$ cat src/jet_pkg.sv
`default_nettype none

package jet_pkg;

    // Field and register widths
    localparam int COORD_W  = 12;
    localparam int SIZE_W   = 13;
    localparam int FRAC_W   = 31;
    localparam int QUO_W    = 32;
    localparam int CNT_W    = 11;
    localparam int ADDR_W   = 5;
    localparam int DATA_W   = 32;

    // Fraction divider: quotient bits retired per pipeline stage
    localparam int DIV_BITS   = 4;
    localparam int DIV_STAGES = QUO_W / DIV_BITS;

    // Register map, word index = paddr[4:2]
    typedef enum logic [2:0] {
        REG_C_REAL       = 3'd0,
        REG_C_IMAG       = 3'd1,
        REG_CENTER_REAL  = 3'd2,
        REG_CENTER_IMAG  = 3'd3,
        REG_INVERSE_ZOOM = 3'd4,
        REG_IMAGE_WIDTH  = 3'd5,
        REG_IMAGE_HEIGHT = 3'd6,
        REG_THRESHOLD    = 3'd7
    } reg_idx_t;

    // Reset values
    localparam logic [30:0]       RST_INVERSE_ZOOM = 31'h1000_0000;
    localparam logic [SIZE_W-1:0] RST_IMAGE_WIDTH  = 13'd800;
    localparam logic [SIZE_W-1:0] RST_IMAGE_HEIGHT = 13'd600;
    localparam logic [30:0]       RST_THRESHOLD    = 31'h4000_0000;

    typedef struct packed {
        logic signed [31:0] c_real;
        logic signed [31:0] c_imag;
        logic signed [31:0] center_real;
        logic signed [31:0] center_imag;
        logic [30:0]        inverse_zoom;
        logic [SIZE_W-1:0]  image_width;
        logic [SIZE_W-1:0]  image_height;
        logic [30:0]        escape_threshold;
    } cfg_t;

    // Point in the complex plane, Q4.28
    typedef struct packed {
        logic signed [31:0] re;
        logic signed [31:0] im;
    } z_t;

    // Partial state of the restoring divider
    typedef struct packed {
        logic [SIZE_W-1:0] rem;
        logic [QUO_W-1:0]  quo;
    } div_t;

    // Clamp to signed 32 bits
    function automatic logic signed [31:0] sat32(logic signed [39:0] x);
        logic signed [31:0] r;
        if (x > 40'sh00_7FFF_FFFF) begin
            r = 32'sh7FFF_FFFF;
        end
        else if (x < -40'sh00_8000_0000) begin
            r = -32'sh8000_0000;
        end
        else begin
            r = x[31:0];
        end
        return r;
    endfunction

    // Retire DIV_BITS quotient bits, dividend bits MSB first
    function automatic div_t div_step(div_t d, logic [DIV_BITS-1:0] bits,
                                      logic [SIZE_W-1:0] n);
        div_t          r;
        logic [SIZE_W:0] t;
        r = d;
        for (int b = DIV_BITS - 1; b >= 0; b--) begin
            t = {r.rem, bits[b]};
            if (t >= {1'b0, n}) begin
                t     = t - {1'b0, n};
                r.quo = {r.quo[QUO_W-2:0], 1'b1};
            end
            else begin
                r.quo = {r.quo[QUO_W-2:0], 1'b0};
            end
            r.rem = t[SIZE_W-1:0];
        end
        return r;
    endfunction

endpackage

`default_nettype wire

$ cat src/jet_cfg.sv
`default_nettype none

module jet_cfg (
    input  wire logic                        clk,
    input  wire logic                        rst_n,
    input  wire logic                        psel,
    input  wire logic                        penable,
    input  wire logic                        pwrite,
    input  wire logic [jet_pkg::ADDR_W-1:0]  paddr,
    input  wire logic [jet_pkg::DATA_W-1:0]  pwdata,
    output logic      [jet_pkg::DATA_W-1:0]  prdata,
    output logic                             pready,
    output jet_pkg::cfg_t                    cfg
);

    jet_pkg::cfg_t cfg_reg;
    logic          wr_en;

    assign pready = 1'b1;
    assign wr_en  = psel && penable && pwrite && pready;
    assign cfg    = cfg_reg;

    // Register writes
    always_ff @(posedge clk or negedge rst_n) begin
        if (!rst_n) begin
            cfg_reg.c_real           <= '0;
            cfg_reg.c_imag           <= '0;
            cfg_reg.center_real      <= '0;
            cfg_reg.center_imag      <= '0;
            cfg_reg.inverse_zoom     <= jet_pkg::RST_INVERSE_ZOOM;
            cfg_reg.image_width      <= jet_pkg::RST_IMAGE_WIDTH;
            cfg_reg.image_height     <= jet_pkg::RST_IMAGE_HEIGHT;
            cfg_reg.escape_threshold <= jet_pkg::RST_THRESHOLD;
        end
        else if (wr_en) begin
            case (paddr[4:2])
                jet_pkg::REG_C_REAL:       cfg_reg.c_real       <= pwdata;
                jet_pkg::REG_C_IMAG:       cfg_reg.c_imag       <= pwdata;
                jet_pkg::REG_CENTER_REAL:  cfg_reg.center_real  <= pwdata;
                jet_pkg::REG_CENTER_IMAG:  cfg_reg.center_imag  <= pwdata;
                jet_pkg::REG_INVERSE_ZOOM: cfg_reg.inverse_zoom <= pwdata[30:0];
                jet_pkg::REG_IMAGE_WIDTH:
                    cfg_reg.image_width  <= pwdata[jet_pkg::SIZE_W-1:0];
                jet_pkg::REG_IMAGE_HEIGHT:
                    cfg_reg.image_height <= pwdata[jet_pkg::SIZE_W-1:0];
                jet_pkg::REG_THRESHOLD:    cfg_reg.escape_threshold <= pwdata[30:0];
                default: ;
            endcase
        end
    end

    // Read mux
    always_comb begin
        case (paddr[4:2])
            jet_pkg::REG_C_REAL:       prdata = cfg_reg.c_real;
            jet_pkg::REG_C_IMAG:       prdata = cfg_reg.c_imag;
            jet_pkg::REG_CENTER_REAL:  prdata = cfg_reg.center_real;
            jet_pkg::REG_CENTER_IMAG:  prdata = cfg_reg.center_imag;
            jet_pkg::REG_INVERSE_ZOOM: prdata = {1'b0, cfg_reg.inverse_zoom};
            jet_pkg::REG_IMAGE_WIDTH:  prdata = 32'(cfg_reg.image_width);
            jet_pkg::REG_IMAGE_HEIGHT: prdata = 32'(cfg_reg.image_height);
            jet_pkg::REG_THRESHOLD:    prdata = {1'b0, cfg_reg.escape_threshold};
            default:                   prdata = '0;
        endcase
    end

endmodule

`default_nettype wire

$ cat config.mk
export PLATFORM = sky130hd
export DESIGN_NAME = jet_cfg
export DESIGN_NICKNAME = d
export VERILOG_FILES = /design/src/jet_pkg.sv /design/src/jet_cfg.sv
export SDC_FILE = /design/constraint.sdc
export NUM_CORES = 1
export LEC_CHECK = 0
export CAP_MARGIN = 10
export CORE_ASPECT_RATIO = 2
export CORE_UTILIZATION = 29
export DETAILED_ROUTE_END_ITERATION = 10
export DONT_BUFFER_PORTS = 1
export PLACE_DENSITY = 0.44
export SYNTH_ARGS = -nofsm -noshare
export SYNTH_HDL_FRONTEND = slang
export SYNTH_SLANG_ARGS = --single-unit
$ cat constraint.sdc
create_clock -name clk -period 2.2 [get_ports clk]
set_clock_uncertainty 0.05 [all_clocks]
set_input_delay 0.11 -clock clk [delete_from_list [all_inputs] [get_ports clk]]
set_output_delay 0.11 -clock clk [all_outputs]
set_load 0.05 [all_outputs]
==> impl_results.md, run 1 <==
- FF+latch count, synth: 216
- Pwr/cell area: 1187 nW/um2
- Global-route wire length before repair: 50090 um
- Top cells by area, synth: dfrtp_1 52%, mux2_2 24%, mux2_4 4.5%
- Initial DRT Pass Iterations: 6
- Die footprint: 35280 um2
- Final hold slack: -0.7778 ns
- Global placement routability congestion: 0.7896
- Final hold vios: 216
- CP Capture Type: primary output
- Core Rows: 95
- Drt wl/cell: 26.07 um
- Boundary pin count: 291
- DP Worst Slack: 0.3205 ns
- H-tree depth: 1
- Worst slew pin tran: 1.030 ns
- Max capacitance violation total: 0
- Placed Cells: 1216
- Post-layout min period: 2.143 ns
- Total of warnings raised by yosys: 0
- Leading cell types by count after synthesis: 217 x mux2_2, 207 x dfrtp_1, 34 x mux2i_1
- Reg clk slew, reported paths: 0.06 ns
- Synthesized cell area: 10000 um2
- Post-Layout Inst Area: 12370 um2
- Unrepaired setup endpoints after global routing: false
- Skew-Pair Late Insertion Delay: 0.53 ns
- Yosys cell types: 34
- Number of flip-flops in the largest register: 216
- Share of layout cells above drive strength 1: 54.28%
- Clock sink total: 216
- Proportion of synthesized chip area in sequential cells: 54.15%
- Vias: 6740
- R2R cell count: 1
- CTS Buf Count: 23
- Element type at the critical path start: flop
- Total GRT Usage: 19.05%
- Initial antenna violation count: 0
- Final worst slack: 0.05670 ns
- Final Max Slew Viols: 0
- Critical Path RT: 2.04 ns
- Hold-fix buffers at CTS: 32
- Critical R2R Launch: cfg[77]$_DFFE_PN0P_
- Cells after Synth: 709
- ANT cells: 0
- Core box area: 33760 um2
- Fin crit share: 97.42%
- Remaining DRCs: 0
- Prevailing post-synth register cell: dfrtp_1
- Crit Path Class: reg2out
- Syn-to-layout area delta: 23.63%
- Outcome: finished, violations left
- IR drop worst, VDD: 0.0006740 V
- Routed WL: 33610 um
- Starting DRC count in detailed routing: 305
- Ys async rst share: 100.0%
- Post-synth EDFFs: 0
- Chip width: 133.3 um
- DRT antenna net count: 0
- HP Class: in2async
- Violated checks: negative hold slack
- CP max FO: 3
- Grt ovf: 0
- Vias in the first global route: 7655
- Leak Pwr: 5.594 nW
- Fillers: 3344
- IO buf count: 0
- Most common cell in the netlist: mux2_2
- Starting Density: 29.63%
- Sum of negative setup slack: 0 ns
- Dpl hpwl: 22250 um
- CTS Root Cell: clkbuf_16
- Yosys top cell by area: dfrtp_1
- Critical path arrival: 1.98 ns
- Syn nets: 751
- Vias/cell: 5.229
- Die Span Y: 264.6 um
- Top cell type's share of synthesized area: 51.79%
- CTS tree: done
- Syn Area/Cell: 14.11 um2
- Number of setup violations in the final report: 0
- Worst slew margin: 31.22%
- Max Fclk: 466.6 MHz
- Pin count of the biggest net entering global routing: 217
- Non-Filler Instances: 1289
- Clock Path Buffers: 3
- Setup crit start: cfg[53]$_DFFE_PN1P_
- Nets: 879
- Placed Area: 11260 um2
==> per-layer routing <==
layer	part of all wire (%)	vias up	routed length (um)	GRT usage (%)
li1	-	2869	-	-
met1	33	3492	10980	18.80
met2	56	291	18680	36.08
met3	6.5	88	2190	4.112
met4	5.2	0	1756	10.66
met5	0	-	0	0
==> cells in the final DEF (no fill, tap or decap), types with 2 or more instances in the layout <==
cell / count
mux2_2: 217
dfrtp_1: 181
buf_4: 123
mux2i_1: 33
dlygate4sd3_1: 32
nand2_1: 31
mux2_4: 30
dfrtp_2: 26
clkbuf_16: 23
a31oi_1: 19
a221oi_1: 18
o22ai_1: 11
nor3b_1: 11
a211oi_1: 10
dfstp_2: 9
o22a_2: 8
nand3_1: 7
clkbuf_1: 7
mux2_1: 6
clkbuf_8: 5
nor2_4: 4
nand2b_1: 3
nor2_1: 3
o22a_1: 3
clkinv_2: 3
mux4_2: 2
and2_1: 2
nor2b_1: 2
a32oi_1: 2
or3_2: 2
nor2_2: 2
buf_12: 2
==> critical path, stage by stage (launching register included) <==
cell and delay [ns]:
dfstp_2 0.71, mux2i_1 0.12, o22ai_1 0.16, o22a_1 0.47
==> path summary, 6_finish.rpt <==
path | endpoint | slack [ns]
min in group clk | cfg[189]$_DFFE_PN0P_ | 0.05
hold / removal | cfg[89]$_DFFE_PN0P_ | -0.78
setup / recovery | prdata[9] | 0.06
hold reg to reg | cfg[89]$_DFFE_PN0P_ | 0.67
max in group asynchronous | cfg[181]$_DFFE_PN0P_ | 2.32
setup reg to reg | cfg[77]$_DFFE_PN0P_ | 1.04
==> what timing repair did <==
item / CTS / global route
pin swaps: 0 / 1
resized for setup: 9 / 27
setup endpoints to repair: 8 / 16
setup buffers: 0 / 0
gates cloned: 0 / 0
endpoints found under the hold margin: 432 / 216
==> stage by stage <==
step / power, mW / util, % / hold WS [ns]
floorplan: 9.694 / - / -0.2356
global placement: 10.70 / 33.36 / -0.2296
detailed placement: 10.82 / 33.36 / -0.2304
CTS: 14.85 / 36.51 / -0.8107
global route: 15.24 / 36.63 / -0.8040
finish: 14.67 / 36.63 / -0.7778
==> area by class of cell <==
type | count | area, um2 | share of cell area (%)
Inverter | 2 | 7.507 | 0.06071
Multi-Input combinational cell | 437 | 4348 | 35.16
Tap cell | 436 | 545.5 | 4.412
Sequential cell | 216 | 5449 | 44.07
Timing Repair Buffer | 157 | 1284 | 10.38
Clock buffer | 35 | 670.6 | 5.423
Clock inverter | 6 | 61.31 | 0.4958
==> cells by family after synthesis <==
logic type | Yosys count | synth area share [%]
flip-flops | 216 | 54.15
multiplexers | 289 | 33.46
AO/OA/AOI/OAI | 76 | 5.717
AND/OR/NAND/NOR | 71 | 3.665
buffers and inverters | 56 | 2.965
other | 1 | 0.03749
==> report_power, final <==
part,switching (mW),total (mW),internal [mW]
logic,2.25,3.68,1.43
clock network,1.64,3.86,2.22
registers,2.37,7.13,4.76
Power figures use the tool's default switching activity.
==> run 2, diff against run 1 <==
--- a/config.mk
+++ b/config.mk
@@ -7,10 +7,10 @@
 export LEC_CHECK = 0
 export CAP_MARGIN = 10
 export CORE_ASPECT_RATIO = 2
-export CORE_UTILIZATION = 29
+export CORE_UTILIZATION = 57
 export DETAILED_ROUTE_END_ITERATION = 10
 export DONT_BUFFER_PORTS = 1
-export PLACE_DENSITY = 0.44
+export PLACE_DENSITY = 0.76
 export SYNTH_ARGS = -nofsm -noshare
 export SYNTH_HDL_FRONTEND = slang
 export SYNTH_SLANG_ARGS = --single-unit
==> constraint.sdc (replaced) <==
create_clock -name clk -period 1.76 [get_ports clk]
set_clock_uncertainty 0.05 [all_clocks]
set_input_delay 0.088 -clock clk [delete_from_list [all_inputs] [get_ports clk]]
set_output_delay 0.088 -clock clk [all_outputs]
set_load 0.05 [all_outputs]
==> impl_results.md, run 2 (synthesized netlist as in run 1, its figures left out) <==
- Die Span Y: 189.3 um (was 264.6 um)
- Hold-fix buffers at CTS: 32 (unchanged)
- Reg clk slew, reported paths: 0.07 ns (was 0.06 ns)
- Drt wl/cell: 27.46 um (was 26.07 um)
- Pwr/cell area: 1411 nW/um2 (was 1187 nW/um2)
- Max Fclk: 527.9 MHz
- Core Rows: 68 (was 95)
- Max capacitance violation total: 0 (unchanged)
- Final worst slack: -0.1342 ns (was 0.05670 ns)
- Number of setup violations in the final report: 24 (was 0)
- Nets: 1027 (was 879)
- Final hold slack: -0.7742 ns (was -0.7778 ns)
- Global-route wire length before repair: 47950 um (was 50090 um)
- Unrepaired setup endpoints after global routing: true (was false)
- IR drop worst, VDD: 0.001195 V (was 0.0006740 V)
- Skew-Pair Late Insertion Delay: 0.50 ns (was 0.53 ns)
- Vias/cell: 6.311 (was 5.229)
- Setup crit start: cfg[168]$_DFFE_PN0P_ (was cfg[53]$_DFFE_PN1P_)
- Starting Density: 58.20% (was 29.63%)
- Area of the multi-input gates: 4865 um2 (was 4348 um2)
- CTS tree: done (unchanged)
- H-tree depth: 1 (unchanged)
- Violated checks: negative hold slack, negative setup slack (was negative hold slack)
- Syn-to-layout area delta: 40.77% (was 23.63%)
- ANT cells: 0 (unchanged)
- Clock Path Buffers: 3 (unchanged)
- IO buf count: 0 (unchanged)
- Worst slew margin: 34.30% (was 31.22%)
- DP Worst Slack: 0.1865 ns (was 0.3205 ns)
- Die footprint: 18110 um2 (was 35280 um2)
- Fillers: 838 (was 3344)
- Dpl hpwl: 20240 um (was 22250 um)
- Outcome: finished, violations left (unchanged)
- Critical R2R Launch: cfg[207]$_DFFE_PN0P_ (was cfg[77]$_DFFE_PN0P_)
- Worst slew pin tran: 0.9811 ns (was 1.030 ns)
- Clock sink total: 216 (unchanged)
- Total GRT Usage: 35.78% (was 19.05%)
- Core box area: 17190 um2 (was 33760 um2)
- FF+latch area: 5420 um2 (was 5449 um2)
- Sum of negative setup slack: -1.477 ns (was 0 ns)
- CP Capture Type: primary output (unchanged)
- Post-layout min period: 1.894 ns
- Initial DRT Pass Iterations: 4 (was 6)
- DRT antenna net count: 0 (unchanged)
- Global placement routability congestion: 0.8688 (was 0.7896)
- Element type at the critical path start: flop (unchanged)
- CP max FO: 2 (was 3)
- Vias in the first global route: 8603 (was 7655)
- Most frequent cells in the layout: 239 x buf_4, 206 x mux2_2, 204 x dfrtp_1 (was 217 x mux2_2, 181 x dfrtp_1, 123 x buf_4)
- CTS Buf Count: 21 (was 23)
- Fin crit share: 107.6%
- Most common cell after layout, fill and taps aside: buf_4 (was mux2_2)
- Vias: 7630 (was 6740)
- Starting DRC count in detailed routing: 355 (was 305)
- Critical Path RT: 1.62 ns (was 2.04 ns)
- Critical path arrival: 1.76 ns (was 1.98 ns)
- HP Class: in2async (unchanged)
- Share of layout cells above drive strength 1: 63.26% (was 54.28%)
- Leak Pwr: 6.647 nW (was 5.594 nW)
- Number of flip-flops in the largest register: 216 (unchanged)
- Total power: 19.86 mW (was 14.67 mW)
- Crit Path Class: reg2out (unchanged)
- Boundary pin count: 291 (unchanged)
- Routed WL: 33190 um (was 33610 um)
- Remaining DRCs: 0 (unchanged)
- Pin count of the biggest net entering global routing: 217 (unchanged)
- Final Max Slew Viols: 0 (unchanged)
- Final hold vios: 216 (unchanged)
- Chip width: 95.67 um (was 133.3 um)
- CTS Root Cell: clkbuf_16 (unchanged)
- Initial antenna violation count: 0 (unchanged)
- Grt ovf: 0 (unchanged)
[run 2: cell count changes in the layout (fill, tap and decap cells not counted), sizes merged]
| cell | change |
|---|---|
| buf | +150 |
| inv | +1 |
| clkbuf | -2 |
| clkinv | -2 |
| clkinvlp | -1 |
[run 2: per-layer routing]
metal / track usage [%] / vias to the layer above / part of all wire, %
li1: - / 3185 / -
met5: 0 / - / 0
met4: 22.50 / 0 / 6.1
met2: 63.85 / 443 / 54
met3: 9.036 / 157 / 8.2
met1: 35.65 / 3845 / 32
[run 2: worst paths after layout]
| path | to | depth (start not counted) | slack (ns) |
|---|---|---|---|
| worst max-delay path | prdata[16] | 4 | -0.13 |
| worst min-delay path | cfg[86]$_DFFE_PN0P_ | 0 | -0.77 |
| worst max register to register | cfg[207]$_DFFE_PN0P_ | 4 | 0.49 |
| worst min register to register | cfg[26]$_DFFE_PN0P_ | 1 | 0.49 |
| max in group asynchronous | cfg[37]$_DFFE_PN1P_ | 0 | 2.03 |
| min in group clk | cfg[207]$_DFFE_PN0P_ | 3 | 0.11 |
[run 2: worst max-delay path, cell delays in order, from the launching register on]
cell	delay (ns)
dfrtp_1	0.40
mux2_2	0.30
a221oi_4	0.30
a31oi_2	0.09
buf_12	0.17
[run 2: through the flow]
stage	util [%]	instance area, um2	instances
3_5_place_dp	73.42	12620	1129
3_3_place_gp	73.42	12620	1129
2_1_floorplan	-	10180	709
4_1_cts	80.76	13880	1202
6_report	81.92	14080	1209
5_1_grt	81.92	14080	1209
[run 2: cell type report]
class,instances,share of cell area [%]
Sequential cell,216,38.50
Clock inverter,4,0.3466
Inverter,2,0.05332
Tap cell,210,1.866
Timing Repair Buffer,307,20.14
Multi-Input combinational cell,437,34.55
Clock buffer,33,4.550
[run 2: power by group]
group          leakage [nW]  total [mW]  switching [mW]  internal [mW]
Clock                 0.342        4.56            1.92           2.64
Sequential             2.74        6.74           0.770           5.97
Combinational          3.57        8.56            5.55           3.01
[run 2: timing repair]
item | 4_1_cts | 5_1_grt
buffers inserted | 4 | 7
gates resized for setup | 38 | 25
endpoints found under the hold margin | 432 | 216
pin swaps | 11 | 12
endpoints found under the setup margin | 29 | 31
